==> config.mk <==
export PLATFORM = sky130hd
export DESIGN_NAME = linear_resampler_stereo
export DESIGN_NICKNAME = d
export VERILOG_FILES = /design/src/sv/lrs_pkg.sv /design/src/sv/linear_resampler_stereo.sv /design/src/sv/lrs_datapath.sv /design/src/sv/lrs_ctrl.sv
export SDC_FILE = /design/constraint.sdc
export NUM_CORES = 2
export LEC_CHECK = 0
export ABC_AREA = 1
export BUFFER_PORTS_ARGS = -buffer_cell sky130_fd_sc_hd__buf_2
export CAP_MARGIN = 10
export CORE_ASPECT_RATIO = 0.8
export CORE_UTILIZATION = 40
export CTS_BUF_LIST = sky130_fd_sc_hd__clkbuf_4 sky130_fd_sc_hd__clkbuf_8
export CTS_CLUSTER_DIAMETER = 100
export DETAILED_ROUTE_END_ITERATION = 6
export GPL_TIMING_DRIVEN = 0
export HOLD_SLACK_MARGIN = 0.03
export MAX_ROUTING_LAYER = met4
export SLEW_MARGIN = 40
export SYNTH_ARGS = -nofsm -noshare
export SYNTH_HDL_FRONTEND = slang
export SYNTH_HIERARCHICAL = 1
export SYNTH_SLANG_ARGS = --single-unit
==> constraint.sdc <==
create_clock -name clk -period 7.75 [get_ports clk]
set_input_delay 2.325 -clock clk [delete_from_list [all_inputs] [get_ports clk]]
set_output_delay 2.325 -clock clk [all_outputs]
set_load 0.1 [all_outputs]
==> src/sv/lrs_pkg.sv <==
// ----------------------------------------------------------------------------
// lrs_pkg
// Shared types and constants for the stereo linear resampler: field widths,
// register indexes, controller commands and datapath status.
// ----------------------------------------------------------------------------
package lrs_pkg;

	// field and state widths
	localparam int SAMPLE_W  = 16;
	localparam int STEP_W    = 34;
	localparam int PHASE_W   = 35;
	localparam int CFG_IDX_W = 2;
	localparam int CFG_W     = STEP_W;

	// most output pairs per source frame
	localparam int MAX_PAIRS = 7;
	localparam int CNT_W     = 3;

	// register indexes
	localparam logic [CFG_IDX_W-1:0] REG_STEP_SIZE   = 2'd0;
	localparam logic [CFG_IDX_W-1:0] REG_MONO_SOURCE = 2'd1;

	// clamp limits
	localparam logic signed [SAMPLE_W-1:0] SAT_MAX = 16'sh7FFF;
	localparam logic signed [SAMPLE_W-1:0] SAT_MIN = -16'sh8000;

	// commands from controller to datapath
	typedef struct packed {
		logic load_cur;    // frame opens a run of pairs
		logic skip_frame;  // frame only updates history and phase
		logic mul_step;    // multiply stage and phase advance
		logic emit;        // load output register
	} lrs_cmd_t;

	// status from datapath to controller
	typedef struct packed {
		logic primed;
		logic phase_ge_one;
		logic last_pair;
	} lrs_stat_t;

	// clamp an 18-bit interpolation result to 16 bits
	function automatic logic signed [SAMPLE_W-1:0] sat16(input logic signed [SAMPLE_W+1:0] v);
		logic signed [SAMPLE_W-1:0] r;
		if (v > 18'(SAT_MAX))
			r = SAT_MAX;
		else if (v < 18'(SAT_MIN))
			r = SAT_MIN;
		else
			r = v[SAMPLE_W-1:0];
		return r;
	endfunction

endpackage

==> src/sv/linear_resampler_stereo.sv <==
// ----------------------------------------------------------------------------
// linear_resampler_stereo
// Linear interpolation resampler to 48 kHz stereo with a 3.32 phase
// accumulator, rounding toward minus infinity and 16-bit clamping.
//
//   channel | signals                                  | direction
//   --------+------------------------------------------+----------
//   input   | in_valid, in_ready, left_in, right_in    | in
//   output  | out_valid, out_ready, left_out,          | out
//           | right_out, run_last                      |
//   config  | cfg_we, cfg_index, cfg_data              | in
//
// A frame that emits pairs, up to seven, then holds the input while each
// pair takes a multiply step and then an output load step through a single
// multiplier per channel. Frames that emit nothing are taken every cycle.
// Reset clears the phase, history and config to their defaults at once.
// An output stall holds the controller in its output step; the next frame
// is taken once the last pair of the current one sits in the output register.
// ----------------------------------------------------------------------------
module linear_resampler_stereo #(
	parameter int FRAC_BITS = 32
) (
	input  logic                                 clk,
	input  logic                                 arst_n,
	input  logic                                 cfg_we,
	input  logic [lrs_pkg::CFG_IDX_W-1:0]        cfg_index,
	input  logic [lrs_pkg::CFG_W-1:0]            cfg_data,
	input  logic                                 in_valid,
	output logic                                 in_ready,
	input  logic signed [lrs_pkg::SAMPLE_W-1:0]  left_in,
	input  logic signed [lrs_pkg::SAMPLE_W-1:0]  right_in,
	output logic                                 out_valid,
	input  logic                                 out_ready,
	output logic signed [lrs_pkg::SAMPLE_W-1:0]  left_out,
	output logic signed [lrs_pkg::SAMPLE_W-1:0]  right_out,
	output logic                                 run_last
);
	import lrs_pkg::*;

	lrs_cmd_t  cmd;
	lrs_stat_t stat;

	// sequencing
	lrs_ctrl u_ctrl (
		.clk       (clk),
		.arst_n    (arst_n),
		.in_valid  (in_valid),
		.in_ready  (in_ready),
		.out_valid (out_valid),
		.out_ready (out_ready),
		.stat      (stat),
		.cmd       (cmd)
	);

	// arithmetic and state
	lrs_datapath #(
		.FRAC_BITS (FRAC_BITS)
	) u_datapath (
		.clk       (clk),
		.arst_n    (arst_n),
		.cfg_we    (cfg_we),
		.cfg_index (cfg_index),
		.cfg_data  (cfg_data),
		.left_in   (left_in),
		.right_in  (right_in),
		.cmd       (cmd),
		.stat      (stat),
		.left_out  (left_out),
		.right_out (right_out),
		.run_last  (run_last)
	);

endmodule

==> src/sv/lrs_datapath.sv <==
// ----------------------------------------------------------------------------
// lrs_datapath
// Configuration registers, phase accumulator, sample history, the two
// interpolation multipliers and the output register.
// ----------------------------------------------------------------------------
module lrs_datapath #(
	parameter int FRAC_BITS = 32
) (
	input  logic                                 clk,
	input  logic                                 arst_n,
	input  logic                                 cfg_we,
	input  logic [lrs_pkg::CFG_IDX_W-1:0]        cfg_index,
	input  logic [lrs_pkg::CFG_W-1:0]            cfg_data,
	input  logic signed [lrs_pkg::SAMPLE_W-1:0]  left_in,
	input  logic signed [lrs_pkg::SAMPLE_W-1:0]  right_in,
	input  lrs_pkg::lrs_cmd_t                    cmd,
	output lrs_pkg::lrs_stat_t                   stat,
	output logic signed [lrs_pkg::SAMPLE_W-1:0]  left_out,
	output logic signed [lrs_pkg::SAMPLE_W-1:0]  right_out,
	output logic                                 run_last
);
	import lrs_pkg::*;

	localparam int PW = SAMPLE_W + 2 + FRAC_BITS;
	localparam logic [PHASE_W-1:0] ONE_PHASE = {{(PHASE_W-1){1'b0}}, 1'b1} << FRAC_BITS;
	localparam logic [STEP_W-1:0]  STEP_RST  = {{(STEP_W-1){1'b0}}, 1'b1} << FRAC_BITS;

	logic [STEP_W-1:0]            step_q;
	logic                         mono_q;
	logic [PHASE_W-1:0]           phase_q;
	logic                         primed_q;
	logic [CNT_W-1:0]             cnt_q;
	logic signed [SAMPLE_W-1:0]   prev_l_q, prev_r_q, cur_l_q, cur_r_q;
	logic signed [PW-1:0]         prod_l_s1, prod_r_s1;
	logic signed [SAMPLE_W-1:0]   left_out_q, right_out_q;
	logic                         run_last_q;

	logic                         step_chg, mono_chg, cfg_chg;
	logic [STEP_W-1:0]            step_wr;
	logic signed [SAMPLE_W-1:0]   in_r_sel;
	logic signed [SAMPLE_W:0]     diff_l, diff_r;
	logic signed [FRAC_BITS:0]    frac;
	logic signed [SAMPLE_W+1:0]   sum_l, sum_r;

	// config writes that change a value restart the history
	assign step_wr  = cfg_data[STEP_W-1:0];
	assign step_chg = cfg_we && (cfg_index == REG_STEP_SIZE) && (step_wr != step_q);
	assign mono_chg = cfg_we && (cfg_index == REG_MONO_SOURCE) && (cfg_data[0] != mono_q);
	assign cfg_chg  = step_chg || mono_chg;

	// status toward controller
	assign stat.primed       = primed_q;
	assign stat.phase_ge_one = |phase_q[PHASE_W-1:FRAC_BITS];
	assign stat.last_pair    = (|phase_q[PHASE_W-1:FRAC_BITS]) || (cnt_q == CNT_W'(MAX_PAIRS));

	// configuration registers
	always_ff @(posedge clk or negedge arst_n) begin
		if (!arst_n) begin
			step_q <= STEP_RST;
			mono_q <= 1'b0;
		end else begin
			if (step_chg)
				step_q <= step_wr;
			if (mono_chg)
				mono_q <= cfg_data[0];
		end
	end

	// phase accumulator and history flag
	always_ff @(posedge clk or negedge arst_n) begin
		if (!arst_n) begin
			phase_q  <= '0;
			primed_q <= 1'b0;
		end else begin
			if (cfg_chg) begin
				phase_q  <= '0;
				primed_q <= 1'b0;
			end else if (cmd.skip_frame) begin
				primed_q <= 1'b1;
				if (primed_q)
					phase_q <= phase_q - ONE_PHASE;
			end else if (cmd.mul_step) begin
				phase_q <= phase_q + PHASE_W'(step_q);
			end else if (cmd.emit && stat.last_pair) begin
				phase_q <= stat.phase_ge_one ? (phase_q - ONE_PHASE) : '0;
			end
		end
	end

	// pair counter within a frame
	always_ff @(posedge clk or negedge arst_n) begin
		if (!arst_n)
			cnt_q <= '0;
		else if (cmd.load_cur)
			cnt_q <= '0;
		else if (cmd.mul_step)
			cnt_q <= cnt_q + CNT_W'(1);
	end

	// sample history
	assign in_r_sel = mono_q ? left_in : right_in;

	always_ff @(posedge clk or negedge arst_n) begin
		if (!arst_n) begin
			prev_l_q <= '0;
			prev_r_q <= '0;
			cur_l_q  <= '0;
			cur_r_q  <= '0;
		end else begin
			if (cmd.load_cur) begin
				cur_l_q <= left_in;
				cur_r_q <= in_r_sel;
			end
			if (cmd.skip_frame) begin
				prev_l_q <= left_in;
				prev_r_q <= in_r_sel;
			end else if (cmd.emit && stat.last_pair) begin
				prev_l_q <= cur_l_q;
				prev_r_q <= cur_r_q;
			end
		end
	end

	// multiply stage: slope times fractional phase
	assign diff_l = (SAMPLE_W+1)'(cur_l_q) - (SAMPLE_W+1)'(prev_l_q);
	assign diff_r = (SAMPLE_W+1)'(cur_r_q) - (SAMPLE_W+1)'(prev_r_q);
	assign frac   = $signed({1'b0, phase_q[FRAC_BITS-1:0]});

	always_ff @(posedge clk) begin
		if (cmd.mul_step) begin
			prod_l_s1 <= PW'(diff_l) * PW'(frac);
			prod_r_s1 <= PW'(diff_r) * PW'(frac);
		end
	end

	// floor via arithmetic shift, then add base sample and clamp
	assign sum_l = (SAMPLE_W+2)'(prev_l_q) + prod_l_s1[FRAC_BITS+SAMPLE_W+1:FRAC_BITS];
	assign sum_r = (SAMPLE_W+2)'(prev_r_q) + prod_r_s1[FRAC_BITS+SAMPLE_W+1:FRAC_BITS];

	// output register
	always_ff @(posedge clk) begin
		if (cmd.emit) begin
			left_out_q  <= sat16(sum_l);
			right_out_q <= sat16(sum_r);
			run_last_q  <= stat.last_pair;
		end
	end

	assign left_out  = left_out_q;
	assign right_out = right_out_q;
	assign run_last  = run_last_q;

endmodule

==> src/sv/lrs_ctrl.sv <==
// ----------------------------------------------------------------------------
// lrs_ctrl
// Controller for the resampler: accepts frames, sequences the multiply and
// output steps of each pair and owns the output valid flag.
// ----------------------------------------------------------------------------
module lrs_ctrl (
	input  logic                clk,
	input  logic                arst_n,
	input  logic                in_valid,
	output logic                in_ready,
	output logic                out_valid,
	input  logic                out_ready,
	input  lrs_pkg::lrs_stat_t  stat,
	output lrs_pkg::lrs_cmd_t   cmd
);
	import lrs_pkg::*;

	typedef enum logic [2:0] {
		S_IDLE = 3'b001,
		S_MUL  = 3'b010,
		S_EMIT = 3'b100
	} state_t;

	state_t state_q, state_d;
	logic   out_valid_q;
	logic   in_fire, emit_fire;

	assign in_ready  = (state_q == S_IDLE);
	assign in_fire   = in_valid && in_ready;
	assign emit_fire = (state_q == S_EMIT) && (!out_valid_q || out_ready);

	// command decode
	assign cmd.skip_frame = in_fire && (!stat.primed || stat.phase_ge_one);
	assign cmd.load_cur   = in_fire && stat.primed && !stat.phase_ge_one;
	assign cmd.mul_step   = (state_q == S_MUL);
	assign cmd.emit       = emit_fire;

	// next state
	always_comb begin
		state_d = state_q;
		unique case (state_q)
			S_IDLE: if (cmd.load_cur) state_d = S_MUL;
			S_MUL:  state_d = S_EMIT;
			S_EMIT: if (emit_fire) state_d = stat.last_pair ? S_IDLE : S_MUL;
			default: state_d = S_IDLE;
		endcase
	end

	always_ff @(posedge clk or negedge arst_n) begin
		if (!arst_n)
			state_q <= S_IDLE;
		else
			state_q <= state_d;
	end

	// output valid flag
	always_ff @(posedge clk or negedge arst_n) begin
		if (!arst_n)
			out_valid_q <= 1'b0;
		else if (emit_fire)
			out_valid_q <= 1'b1;
		else if (out_ready)
			out_valid_q <= 1'b0;
	end

	assign out_valid = out_valid_q;

`ifndef NO_ASSERTIONS
	// a pair is only computed while the phase is inside the interval
	a_mul_in_range: assert property (@(posedge clk) disable iff (!arst_n)
		(state_q == S_MUL) |-> !stat.phase_ge_one)
		else $error("multiply step with phase beyond interval");

	// a run of pairs needs valid history
	a_load_needs_prev: assert property (@(posedge clk) disable iff (!arst_n)
		cmd.load_cur |-> stat.primed)
		else $error("run started without history");

	// the output step always follows a multiply step or a stalled output step
	a_emit_after_mul: assert property (@(posedge clk) disable iff (!arst_n)
		(state_q == S_EMIT) |-> ($past(state_q) == S_MUL || $past(state_q) == S_EMIT))
		else $error("output step without a product");

	// the last pair of a frame returns to idle and shows out_valid
	a_last_to_idle: assert property (@(posedge clk) disable iff (!arst_n)
		(emit_fire && stat.last_pair) |=> (state_q == S_IDLE && out_valid_q))
		else $error("frame did not close after last pair");
`endif

endmodule

==> flow_metrics.env <==
export IMPL_run_status="finished with violations"
export IMPL_violations="design-rule violations"
export IMPL_yosysUniqueCellTypes=65
export IMPL_finalHoldViolations=0
export IMPL_drv_cap=0
export IMPL_drive_above_1_share_pct=10.3
export IMPL_grt_pass1_wl_mm=272
export IMPL_grt_pass1_vias=43100
export IMPL_ant_nets=0
export IMPL_synth_area_mux_share_pct=0.536
export IMPL_antenna_found_initial=6
export IMPL_yosys_top_cells_area="fa_1 (36%), inv_1 (11%), ha_1 (10%)"
export IMPL_top_level_ports=108
export IMPL_seq_area_frac_synth_pct=11.2
export IMPL_cp_max_fo=10
export IMPL_die_area_mm2=0.127
export IMPL_cts_buffers=43
export IMPL_ys_ff_latch=211
export IMPL_cp_arrival_ps=7970
export IMPL_critPathMaxStageDelay_ps=550
export IMPL_yosysWarnings=6
export IMPL_synth_top_family_by_area="adder cells"
export IMPL_core_area_mm2=0.124
export IMPL_worstPathRequired_ps=8160
export IMPL_synth_common_cells="inv_1 (1480), nand2_1 (1340), fa_1 (901), nor2_1 (658), ha_1 (412)"
export IMPL_startpoint_type="register"
export IMPL_yosys_area_top_type="fa_1"
export IMPL_via_per_inst=5.29
export IMPL_clkLatencyLatePin_ps=690
export IMPL_synth_compound_area_share_pct=6.98
export IMPL_drv_slew=0
export IMPL_tightest_slew_ps=964
export IMPL_yosys_area_share_simple_pct=19.6
export IMPL_synth_adder_area_share_pct=46.2
export IMPL_post_route_period_util_pct=97.5
export IMPL_grt_overflow=0
export IMPL_path_common_cell="inv_1"
export IMPL_cts_buffer_depth=3
export IMPL_die_x_um=398
export IMPL_fin_skew_ps=36.8
export IMPL_die_h_um=319
export IMPL_drt_initial_drc_count=4725
export IMPL_vias=43700
export IMPL_drc=9
export IMPL_setup_worst_path_end_class="register"
export IMPL_hpwl_mm=152
export IMPL_firstDrtPassIters=7
export IMPL_synth_edff_count=69
export IMPL_clk_pin_slew_ps=60
export IMPL_root_buffer="clkbuf_8"
export IMPL_path_class="reg2reg"
export IMPL_synthFlopType="dfrtp_1"
export IMPL_synthXorXnorAreaFrac_pct=1.88
export IMPL_relSlewSlack_pct=35.8
export IMPL_cts_tree="built"
export IMPL_track_usage_pct=29.7
export IMPL_synth_top_cell_area_share_pct=36.0
export IMPL_multiInputGateArea_mm2=0.0388
export IMPL_hold_worst_slack_ps=506
export IMPL_hold_class="reg2reg"
export IMPL_syn_num_nets=7785
export IMPL_final_util_pct=44.8
export IMPL_yosysMostFrequentCell="inv_1"
export IMPL_initial_utilization_pct=40.6
export IMPL_avgSynthCellArea_um2=7.84
export IMPL_ys_async_sr_fraction_pct=67.3
export IMPL_syn_area_mm2=0.0502
export IMPL_fillCellCount=12600
export IMPL_io_buffer_count=107
export IMPL_wl_mm=181
export IMPL_synthToLayoutAreaGrowth_pct=10.4
export IMPL_tns_ps=0
export IMPL_setup_violations=0
export IMPL_syn_instance_count=6399
export IMPL_wl_per_cell_um=21.9
export IMPL_rsz0062_at_grt="true"
export IMPL_placementRows=115
export IMPL_gp_congestion=1.00
export IMPL_regArea_mm2=0.00563
export IMPL_grt_max_degree=65
export IMPL_min_period_ps=7560
export IMPL_clock_sinks=211
export IMPL_num_nets_final=7968
export IMPL_slowest_stage="fa_1"
export IMPL_cts_max_level=2
export IMPL_fmax_ghz=0.132
## final cells by class
type | count | share of cell area [%]
Sequential cell | 211 | 10.2
Tap cell | 1638 | 3.70
Clock inverter | 19 | 0.330
Multi-Input combinational cell | 4453 | 70.0
Buffer | 236 | 2.63
Timing Repair Buffer | 139 | 1.56
Inverter | 1498 | 10.3
Clock buffer | 60 | 1.34
Antenna cell | 3 | 0.0136
## worst paths after layout
path                                               startpoint                            endpoint  slack [ps]  cells after the start
max                        u_datapath/prev_l_q[0]$_DFFE_PN0P_  u_datapath/prod_l_s1[44]$_DFFE_PP_         190                     33
min                           u_datapath/cnt_q[1]$_DFFE_PN0P_     u_datapath/cnt_q[1]$_DFFE_PN0P_         510                      2
max reg2reg                u_datapath/prev_l_q[0]$_DFFE_PN0P_  u_datapath/prod_l_s1[44]$_DFFE_PP_         190                     33
min reg2reg                   u_datapath/cnt_q[1]$_DFFE_PN0P_     u_datapath/cnt_q[1]$_DFFE_PN0P_         510                      2
max in group asynchronous                              arst_n  u_datapath/prev_l_q[0]$_DFFE_PN0P_        5570                      2
min in group asynchronous                              arst_n       u_ctrl/state_q[1]$_DFFE_PN0P_        1530                      1
## registers in the layout (all words and copies together) (netlist names), 16 cells and up
signal and count:
u_datapath/phase_q 35, u_datapath/prev_l_q 16, u_datapath/cur_r_q 16, u_datapath/cur_l_q 16, u_datapath/prev_r_q 16, u_datapath/step_q 34, u_datapath/left_out 16, u_datapath/right_out 16
u_datapath/prod_l_s1 18, u_datapath/prod_r_s1 18
## critical path: cells and delay by family, from the launching register on
family	cells	cell delay [ps]
adder cells (fa/ha/maj)	9	4050
AND/OR/NAND/NOR	12	1450
buffers and inverters	10	1100
flip-flops	1	420
AO/OA/AOI/OAI	2	270
## through the flow
stage	cell area [µm²]	std cells	setup slack, ps
floorplan	50200	6399	997
global placement	52800	8144	-969
detailed placement	52900	8147	-1030
CTS	54300	8232	2.49
global route	55400	8257	-100
finish	55400	8257	194
## cells by family (layout without fill, tap and decap cells)
| group | Yosys count | after routing |
|---|---|---|
| other | 0 | 3 |
| AO/OA/AOI/OAI | 610 | 610 |
| AND/OR/NAND/NOR | 2400 | 2400 |
| flip-flops | 211 | 211 |
| XOR/XNOR | 106 | 106 |
| multiplexers | 24 | 24 |
| buffers and inverters | 1735 | 1952 |
| adder cells (fa/ha/maj) | 1313 | 1313 |
## cells in the final DEF (no fill, tap or decap), types with 27 or more instances in the layout
cell type  netlist  final
nand2_2         25     47
nand3_1        215    209
buf_6           22     30
ha_1           412    380
xor2_1          50     47
dfrtp_1        140    136
a21oi_2          8     30
o21ai_0        206    189
nor2_1         658    641
fa_1           901    888
buf_2           41    121
clkbuf_8         0     47
clkbuf_2         0     50
xnor2_1         54     54
clkbuf_1       146     82
nor3_1          40     36
inv_1         1480   1467
clkbuf_4         0     32
a21oi_1        214    189
nor2_2          14     27
o21ai_1         30     39
nand2_1       1340   1300
edfxtp_1        69     69
buf_4           10     41
o211ai_1        36     36
nand4_1         29     29
## what timing repair did
item | in CTS | in global routing
gates resized for setup | 144 | 251
setup endpoints to repair | 36 | 36
pin swaps | 5 | 42
hold buffers | 0 | 0
buffers inserted | 7 | 22
hold endpoints to repair | 0 | 0
## routing by layer
layer	up-vias	track usage [%]	share of wire, %	wire [µm]
met1	21800	43.9	46	82900
met5	-	-	0	0
met2	2061	40.2	40	72300
li1	19600	-	-	-
met3	239	7.16	11	20100
met4	0	7.46	2.9	5270
Power is left out: the tool's default activity adds up to more than one toggle a clock period on the data nets, which glitch-free logic cannot reach.
